$ cat src/rtl/s256_pkg.sv
// s256_pkg: shared types, constants and round functions for the sha-256 hasher
// no dependencies
package s256_pkg;

  localparam logic [0:0] OP_ABSORB = 1'b0;
  localparam logic [0:0] OP_FINISH = 1'b1;

  localparam int QUEUE_DEPTH = 4;

  // one queued request from front to back
  typedef struct packed {
    logic [0:0] opcode;
    logic [7:0] byte_value;
  } s256_req_t;

  typedef enum logic [2:0] {
    ST_IDLE,
    ST_PAD,
    ST_ROUND,
    ST_ADD,
    ST_EMIT
  } s256_state_t;

  localparam logic [31:0] ROUND_K [64] = '{
    32'h428a2f98, 32'h71374491, 32'hb5c0fbcf, 32'he9b5dba5,
    32'h3956c25b, 32'h59f111f1, 32'h923f82a4, 32'hab1c5ed5,
    32'hd807aa98, 32'h12835b01, 32'h243185be, 32'h550c7dc3,
    32'h72be5d74, 32'h80deb1fe, 32'h9bdc06a7, 32'hc19bf174,
    32'he49b69c1, 32'hefbe4786, 32'h0fc19dc6, 32'h240ca1cc,
    32'h2de92c6f, 32'h4a7484aa, 32'h5cb0a9dc, 32'h76f988da,
    32'h983e5152, 32'ha831c66d, 32'hb00327c8, 32'hbf597fc7,
    32'hc6e00bf3, 32'hd5a79147, 32'h06ca6351, 32'h14292967,
    32'h27b70a85, 32'h2e1b2138, 32'h4d2c6dfc, 32'h53380d13,
    32'h650a7354, 32'h766a0abb, 32'h81c2c92e, 32'h92722c85,
    32'ha2bfe8a1, 32'ha81a664b, 32'hc24b8b70, 32'hc76c51a3,
    32'hd192e819, 32'hd6990624, 32'hf40e3585, 32'h106aa070,
    32'h19a4c116, 32'h1e376c08, 32'h2748774c, 32'h34b0bcb5,
    32'h391c0cb3, 32'h4ed8aa4a, 32'h5b9cca4f, 32'h682e6ff3,
    32'h748f82ee, 32'h78a5636f, 32'h84c87814, 32'h8cc70208,
    32'h90befffa, 32'ha4506ceb, 32'hbef9a3f7, 32'hc67178f2
  };

  localparam logic [31:0] INIT_HASH [8] = '{
    32'h6a09e667, 32'hbb67ae85, 32'h3c6ef372, 32'ha54ff53a,
    32'h510e527f, 32'h9b05688c, 32'h1f83d9ab, 32'h5be0cd19
  };

  function automatic logic [31:0] ror32(input logic [31:0] x, input int n);
    ror32 = (x >> n) | (x << (32 - n));
  endfunction

  function automatic logic [31:0] ssig0(input logic [31:0] x);
    ssig0 = ror32(x, 7) ^ ror32(x, 18) ^ (x >> 3);
  endfunction

  function automatic logic [31:0] ssig1(input logic [31:0] x);
    ssig1 = ror32(x, 17) ^ ror32(x, 19) ^ (x >> 10);
  endfunction

  function automatic logic [31:0] bsig0(input logic [31:0] x);
    bsig0 = ror32(x, 2) ^ ror32(x, 13) ^ ror32(x, 22);
  endfunction

  function automatic logic [31:0] bsig1(input logic [31:0] x);
    bsig1 = ror32(x, 6) ^ ror32(x, 11) ^ ror32(x, 25);
  endfunction

endpackage

$ cat src/rtl/s256_queue.sv
// s256_queue: short request queue between the front and the compression engine
// depends on s256_pkg
module s256_queue (
  input  logic                 clk,
  input  logic                 rst_n,
  input  logic                 push,
  input  s256_pkg::s256_req_t  push_req,
  output logic                 full,
  input  logic                 pop,
  output s256_pkg::s256_req_t  pop_req,
  output logic                 not_empty
);
  import s256_pkg::*;

  localparam int PW = $clog2(QUEUE_DEPTH);

  s256_req_t       slot_r [QUEUE_DEPTH];
  logic [PW-1:0]   wr_ptr_r, rd_ptr_r;
  logic [PW:0]     count_r;

  assign full      = (count_r == (PW+1)'(QUEUE_DEPTH));
  assign not_empty = (count_r != '0);
  assign pop_req   = slot_r[rd_ptr_r];

  // storage
  always_ff @(posedge clk) begin
    if (push) begin
      slot_r[wr_ptr_r] <= push_req;
    end
  end

  // pointers and occupancy
  always_ff @(posedge clk) begin
    if (!rst_n) begin
      wr_ptr_r <= '0;
      rd_ptr_r <= '0;
      count_r  <= '0;
    end else begin
      if (push) wr_ptr_r <= wr_ptr_r + 1'b1;
      if (pop)  rd_ptr_r <= rd_ptr_r + 1'b1;
      unique case ({push, pop})
        2'b10:   count_r <= count_r + 1'b1;
        2'b01:   count_r <= count_r - 1'b1;
        default: count_r <= count_r;
      endcase
    end
  end

endmodule

$ cat src/rtl/s256_engine.sv
// s256_engine: block buffer, padding, 64-round compression and digest output
// depends on s256_pkg
module s256_engine (
  input  logic                 clk,
  input  logic                 rst_n,
  input  logic                 req_valid,
  input  s256_pkg::s256_req_t  req,
  output logic                 req_pop,
  output logic                 out_valid,
  input  logic                 out_stall,
  output logic [31:0]          out_digest_word,
  output logic                 out_last_word
);
  import s256_pkg::*;

  s256_state_t  state_r, state_nxt;
  logic [31:0]  chain_r [8];
  logic [31:0]  work_r  [8];
  logic [31:0]  sched_r [16];      // sliding 16-word message schedule
  logic [5:0]   fill_r;
  logic [63:0]  bits_r;
  logic [5:0]   round_r;
  logic         final_r;           // block being compressed ends the message
  logic         extra_r;           // length must go in a second padding block
  logic [2:0]   emit_r;

  logic         absorb_go, finish_go, emit_go;
  logic [31:0]  w_cur, w_new, t1, t2;

  assign absorb_go = (state_r == ST_IDLE) && req_valid && (req.opcode == OP_ABSORB);
  assign finish_go = (state_r == ST_IDLE) && req_valid && (req.opcode == OP_FINISH);
  assign req_pop   = absorb_go || finish_go;
  assign emit_go   = (state_r == ST_EMIT) && !out_stall;

  assign out_valid       = (state_r == ST_EMIT);
  assign out_digest_word = chain_r[emit_r];
  assign out_last_word   = (emit_r == 3'd7);

  // round datapath
  always_comb begin
    w_cur = sched_r[0];
    w_new = ssig1(sched_r[14]) + sched_r[9] + ssig0(sched_r[1]) + sched_r[0];
    t1 = work_r[7] + bsig1(work_r[4]) +
         ((work_r[4] & work_r[5]) ^ (~work_r[4] & work_r[6])) +
         ROUND_K[round_r] + w_cur;
    t2 = bsig0(work_r[0]) +
         ((work_r[0] & work_r[1]) ^ (work_r[0] & work_r[2]) ^ (work_r[1] & work_r[2]));
  end

  // next state
  always_comb begin
    state_nxt = state_r;
    unique case (state_r)
      ST_IDLE: begin
        if (absorb_go && fill_r == 6'd63)       state_nxt = ST_ROUND;
        else if (finish_go && fill_r > 6'd55)   state_nxt = ST_ROUND;
        else if (finish_go)                     state_nxt = ST_PAD;
      end
      ST_PAD:   state_nxt = ST_ROUND;
      ST_ROUND: if (round_r == 6'd63) state_nxt = ST_ADD;
      ST_ADD: begin
        if (!final_r)     state_nxt = ST_IDLE;
        else if (extra_r) state_nxt = ST_PAD;
        else              state_nxt = ST_EMIT;
      end
      ST_EMIT:  if (emit_go && emit_r == 3'd7) state_nxt = ST_IDLE;
      default:  state_nxt = ST_IDLE;
    endcase
  end

  always_ff @(posedge clk) begin
    if (!rst_n) state_r <= ST_IDLE;
    else        state_r <= state_nxt;
  end

  // control and chaining state
  always_ff @(posedge clk) begin
    if (!rst_n) begin
      fill_r  <= '0;
      bits_r  <= '0;
      round_r <= '0;
      final_r <= 1'b0;
      extra_r <= 1'b0;
      emit_r  <= '0;
      for (int i = 0; i < 8; i++) chain_r[i] <= INIT_HASH[i];
    end else begin
      unique case (state_r)
        ST_IDLE: begin
          round_r <= '0;
          if (absorb_go) begin
            fill_r <= fill_r + 1'b1;
            bits_r <= bits_r + 64'd8;
            final_r <= 1'b0;
          end
          if (finish_go) begin
            final_r <= 1'b1;
            extra_r <= (fill_r > 6'd55);
          end
        end
        ST_PAD: begin
          round_r <= '0;
        end
        ST_ROUND: round_r <= round_r + 1'b1;
        ST_ADD: begin
          for (int i = 0; i < 8; i++) chain_r[i] <= chain_r[i] + work_r[i];
          fill_r  <= '0;
          emit_r  <= '0;
        end
        ST_EMIT: begin
          if (emit_go) begin
            emit_r <= emit_r + 1'b1;
            if (emit_r == 3'd7) begin
              for (int i = 0; i < 8; i++) chain_r[i] <= INIT_HASH[i];
              bits_r  <= '0;
              final_r <= 1'b0;
              extra_r <= 1'b0;
            end
          end
        end
        default: ;
      endcase
      if (state_r == ST_PAD) extra_r <= 1'b0;
    end
  end

  // block buffer, schedule and working variables
  always_ff @(posedge clk) begin
    unique case (state_r)
      ST_IDLE: begin
        for (int i = 0; i < 8; i++) work_r[i] <= chain_r[i];
        if (absorb_go) begin
          sched_r[fill_r[5:2]][8*(3-int'(fill_r[1:0])) +: 8] <= req.byte_value;
        end
        if (finish_go) begin
          // 0x80 marker then zero the rest of the block
          for (int j = 0; j < 64; j++) begin
            if (6'(j) == fill_r)
              sched_r[j/4][8*(3-(j%4)) +: 8] <= 8'h80;
            else if (6'(j) > fill_r)
              sched_r[j/4][8*(3-(j%4)) +: 8] <= 8'h00;
          end
        end
      end
      ST_PAD: begin
        // length words; whole block zeroed first when this is the extra block
        if (extra_r) begin
          for (int i = 0; i < 14; i++) sched_r[i] <= '0;
        end
        sched_r[14] <= bits_r[63:32];
        sched_r[15] <= bits_r[31:0];
        for (int i = 0; i < 8; i++) work_r[i] <= chain_r[i];
      end
      ST_ROUND: begin
        for (int i = 0; i < 15; i++) sched_r[i] <= sched_r[i+1];
        sched_r[15] <= w_new;
        work_r[7] <= work_r[6];
        work_r[6] <= work_r[5];
        work_r[5] <= work_r[4];
        work_r[4] <= work_r[3] + t1;
        work_r[3] <= work_r[2];
        work_r[2] <= work_r[1];
        work_r[1] <= work_r[0];
        work_r[0] <= t1 + t2;
      end
      ST_ADD: begin
        for (int i = 0; i < 8; i++) work_r[i] <= chain_r[i] + work_r[i];
      end
      default: ;
    endcase
  end

endmodule

$ cat src/rtl/sha256_byte_stream_hasher.sv
// sha256_byte_stream_hasher: top level, request queue feeding the compression engine
// depends on s256_pkg, s256_queue, s256_engine
//
// usage
//   input channel: in_valid/in_stall with in_opcode and in_byte_value.
//   opcode absorb adds one message byte; opcode finish pads the message and
//   produces the digest as eight 32-bit big-endian words on the output
//   channel (out_valid/out_stall), word 0 first, out_last_word on word 7.
//   requests enter a four-entry queue, so the source keeps going while
//   the engine compresses or while the digest waits to be taken.
// operation
//   the engine takes an absorb whenever it is idle; the 64th byte of a block
//   starts 64 rounds, one per cycle, followed by the chaining add.
//   a finish pads and compresses one or two blocks before the first digest word, then one
//   word per cycle while out_stall is low. the single round unit sets the rate.
// reset
//   rst_n low clears the queue and loads the initial hash values.
// stall
//   while out_stall is high the current word holds; the queue fills and
//   in_stall rises when it is full.
module sha256_byte_stream_hasher (
  input  logic        clk,
  input  logic        rst_n,
  input  logic        in_valid,
  output logic        in_stall,
  input  logic [0:0]  in_opcode,
  input  logic [7:0]  in_byte_value,
  output logic        out_valid,
  input  logic        out_stall,
  output logic [31:0] out_digest_word,
  output logic        out_last_word
);
  import s256_pkg::*;

  s256_req_t in_req, q_req;
  logic      q_full, q_nempty, q_pop, push;

  assign in_req.opcode     = in_opcode;
  assign in_req.byte_value = in_byte_value;
  assign in_stall          = q_full;
  assign push              = in_valid && !q_full;

  // front: request queue
  s256_queue u_queue (
    .clk(clk), .rst_n(rst_n),
    .push(push), .push_req(in_req), .full(q_full),
    .pop(q_pop), .pop_req(q_req), .not_empty(q_nempty)
  );

  // back: compression and digest output
  s256_engine u_engine (
    .clk(clk), .rst_n(rst_n),
    .req_valid(q_nempty), .req(q_req), .req_pop(q_pop),
    .out_valid(out_valid), .out_stall(out_stall),
    .out_digest_word(out_digest_word), .out_last_word(out_last_word)
  );

endmodule

$ cat config.mk
export PLATFORM = sky130hd
export DESIGN_NAME = sha256_byte_stream_hasher
export DESIGN_NICKNAME = d
export VERILOG_FILES = /design/src/rtl/s256_pkg.sv /design/src/rtl/s256_queue.sv /design/src/rtl/s256_engine.sv /design/src/rtl/sha256_byte_stream_hasher.sv
export SDC_FILE = /design/constraint.sdc
export NUM_CORES = 2
export LEC_CHECK = 0
export BUFFER_PORTS_ARGS = -buffer_cell sky130_fd_sc_hd__buf_2
export CAP_MARGIN = 25
export CORE_ASPECT_RATIO = 1.4
export CORE_MARGIN = 2
export CORE_UTILIZATION = 35
export DETAILED_ROUTE_END_ITERATION = 8
export GPL_ROUTABILITY_DRIVEN = 0
export PLACE_DENSITY = 0.6
export SLEW_MARGIN = 20
export SYNTH_ARGS = -nofsm -noshare
export SYNTH_HDL_FRONTEND = slang
export SYNTH_HIERARCHICAL = 1
export SYNTH_SLANG_ARGS = --single-unit
$ cat constraint.sdc
create_clock -name clk -period 10.2 [get_ports clk]
set_input_delay 2.55 -clock clk [delete_from_list [all_inputs] [get_ports clk]]
set_output_delay 2.55 -clock clk [all_outputs]
set_load 0.01 [all_outputs]
==> results.sh <==
export IMPL_cts_root_buf="clkbuf_16"
export IMPL_antenna_found_initial=10
export IMPL_worst_hold_slack_ps=462.7
export IMPL_clk_latency_ps=820
export IMPL_grt_overflow=0
export IMPL_finalCritPeriodShare_pct=93.61
export IMPL_synthTopCellsByArea="edfxtp_1 25%, dfxtp_1 12%, ha_1 6.3%, a21oi_1 5.5%, o21ai_0 5.2%"
export IMPL_cts_tree="yes"
export IMPL_violations="design-rule violations"
export IMPL_cts_buffers=134
export IMPL_clock_skew_ps=37.19
export IMPL_drt_met1_wl_um=107400
export IMPL_final_layout_size_suffix_gt1_share_pct=6.965
export IMPL_seq_area_um2=29870
export IMPL_synth_area_leader_cell="edfxtp_1"
export IMPL_vias=70453
export IMPL_drv_cap=0
export IMPL_rows=207
export IMPL_ys_seq_elements=1153
export IMPL_fillers=22608
export IMPL_cp_common_cell="a21oi_1"
export IMPL_status="complete, but fails checks"
export IMPL_nNetsFinal=9203
export IMPL_netlist_area_um2=79880
export IMPL_avgSynthCellArea_um2=9.062
export IMPL_synth_ff_type="edfxtp_1"
export IMPL_core_area_um2=227100
export IMPL_ant_nets=0
export IMPL_cts_sinks=1153
export IMPL_dp_cells=11478
export IMPL_dieArea_um2=232100
export IMPL_synth_fp_nets=9428
export IMPL_tightest_slew_ps=1091
export IMPL_hold_class="register to register"
export IMPL_drc=1
export IMPL_area_growth_pct=9.438
export IMPL_track_usage_pct=25.65
export IMPL_synth_edf_count=676
export IMPL_worstSetupPathType="register to register"
export IMPL_finalMaxSlewViolations=0
export IMPL_multi_input_area_um2=47140
export IMPL_route_met3_wl_um=24550
export IMPL_drt_iter0_drc=8187
export IMPL_critPathMaxFanout=14
export IMPL_synth_seq_area_share_pct=37.37
export IMPL_crit_arrival_ps=10070
export IMPL_drt_total_wl_um=307400
export IMPL_synth_async_reset_ratio_pct=0
export IMPL_top_layer="met5"
export IMPL_wl_met2_um=145700
export IMPL_grt_max_degree=160
export IMPL_endpoint_kind="register"
export IMPL_max_slew_margin_rel_pct=26.59
export IMPL_slowest_stage="a2111oi_0"
export IMPL_portBuffers=47
export IMPL_fin_crit_ps=9548
export IMPL_grt_pass1_vias=69203
export IMPL_setup_violations=0
export IMPL_final_cell_count_no_fill=11733
export IMPL_ys_types=103
export IMPL_ioPinCount=48
export IMPL_cpLargestDelayFamily="compound AO/OA/AOI/OAI gates"
export IMPL_postCtsHoldBufs=0
export IMPL_wl_per_cell_um=26.20
export IMPL_cpPeakStageDelay_ps=590
export IMPL_final_hold_viol_count=0
export IMPL_cts_clk_slew_worst_paths_ps=60
export IMPL_synth_top_area_share_pct=25.41
export IMPL_cp_start_kind="register"
export IMPL_clock_tree_buffer_depth=3
export IMPL_tns_ps=0
export IMPL_rsz0062_at_grt="no"
export IMPL_vias_per_cell=6.005
export IMPL_cp_num_buf_inv=5
export IMPL_drt_pass1_iterations=9
export IMPL_fp_dieH_um=569.3
export IMPL_ys_warn_count=6
export IMPL_hpwl_um=225900
export IMPL_initial_core_util_pct=35.17
export IMPL_utilization_pct=38.49
export IMPL_grt_pass1_wl_um=450100
export IMPL_h_tree_depth=4
export IMPL_max_freq_mhz=104.7
export IMPL_crit_required_ps=10720
export IMPL_synth_cells=8815
export IMPL_die_x_um=407.8
## metal layers
metal / up-vias / track usage, %
li1: 31388 / -
met1: 34195 / 28.09
met2: 3701 / 43.46
met3: 1163 / 4.847
met4: 6 / 20.64
met5: - / 0
## path summary, 6_finish.rpt
path | start | slack, ps | to | depth (start not counted)
worst max-delay path | u_engine/round_r[1] | 650 | u_engine/work_r[0][31] | 35
worst min-delay path | u_engine/sched_r[8][21] | 460 | u_engine/sched_r[7][21] | 2
worst max register to register | u_engine/round_r[1] | 650 | u_engine/work_r[0][31] | 35
worst min register to register | u_engine/sched_r[8][21] | 460 | u_engine/sched_r[7][21] | 2
## through the flow
stage / setup WS (ps) / instance area [um2]
2_1_floorplan: 1967 / 79880
3_3_place_gp: 775.5 / 82880
3_5_place_dp: 732.2 / 82910
4_1_cts: 699.2 / 87360
5_1_grt: 63.29 / 87420
6_report: 651.7 / 87420
## final cells by class
class                           count  share of cell area, %
Clock buffer                      190                  4.354
Sequential cell                  1153                  34.17
Clock inverter                     57                 0.7356
Inverter                          275                  1.185
Timing Repair Buffer              161                  1.295
Multi-Input combinational cell   6865                  53.92
Tap cell                         3030                  4.337
Antenna cell                        2               0.005725
## registers in the layout, summed over array words and instances (netlist names), 2 cells and up, named ones only
signal,count
u_engine/bits_r,61
u_engine/chain_r,256
u_engine/emit_r,3
u_engine/fill_r,6
u_engine/round_r,6
u_engine/sched_r,512
u_engine/state_r,3
u_engine/work_r,256
u_queue/count_r,3
u_queue/rd_ptr_r,2
u_queue/slot_r,36
u_queue/wr_ptr_r,2
## placed cells by master, fill, tap and decap left out, types with 176 or more instances in the layout
cell,n
o21ai_0,830
a21oi_1,882
a21o_1,203
nand2_1,942
xor2_1,176
dfxtp_1,469
fa_1,196
inv_1,268
xnor2_1,445
edfxtp_1,676
ha_1,404
nor2_1,789
## logic make-up after synthesis
kind of cell	share of synthesized area (%)
buffers and inverters	3.787
multiplexers	5.062
XOR/XNOR	6.809
flip-flops	37.37
AO/OA/AOI/OAI	21.02
adder cells (fa/ha/maj)	11.62
AND/OR/NAND/NOR	14.34
## timing repair
item,CTS,global route
endpoints found under the hold margin,0,0
gates resized for setup,0,2
setup buffers,0,0
endpoints found under the setup margin,0,1
## worst register-to-register path: cells and delay by family, from the launching register on
kind / cells / cell delay, ps
xor gates and xnor gates: 1 / 220
AOI/OAI and AO/OA: 20 / 4340
DFF: 1 / 420
and+or+nand+nor: 2 / 400
adders and majority gates: 7 / 3270
buffers and inverters: 5 / 610
## cell usage after synthesis (44+ instances only)
| cell type | number |
|---|---|
| nand2_1 | 946 |
| a21oi_1 | 884 |
| o21ai_0 | 836 |
| nor2_1 | 793 |
| edfxtp_1 | 676 |
| dfxtp_1 | 477 |
| xnor2_1 | 445 |
| clkbuf_1 | 434 |
| ha_1 | 404 |
| inv_1 | 270 |
| a21o_1 | 203 |
| fa_1 | 196 |
| xor2_1 | 176 |
| mux2i_1 | 161 |
| nand3_1 | 152 |
| a211oi_1 | 121 |
| nand2b_1 | 120 |
| nor3_1 | 116 |
| and2_1 | 100 |
| a22oi_1 | 91 |
| mux4_2 | 79 |
| o21a_1 | 77 |
| buf_1 | 74 |
| o211ai_1 | 70 |
| nor2b_1 | 59 |
| mux2_2 | 58 |
| o21bai_1 | 53 |
| a31oi_1 | 52 |
| and3_1 | 49 |
| nor3b_1 | 45 |
| a22o_1 | 44 |
Power is left out: the tool's default activity adds up to more than one toggle a clock period on the data nets, which glitch-free logic cannot reach.
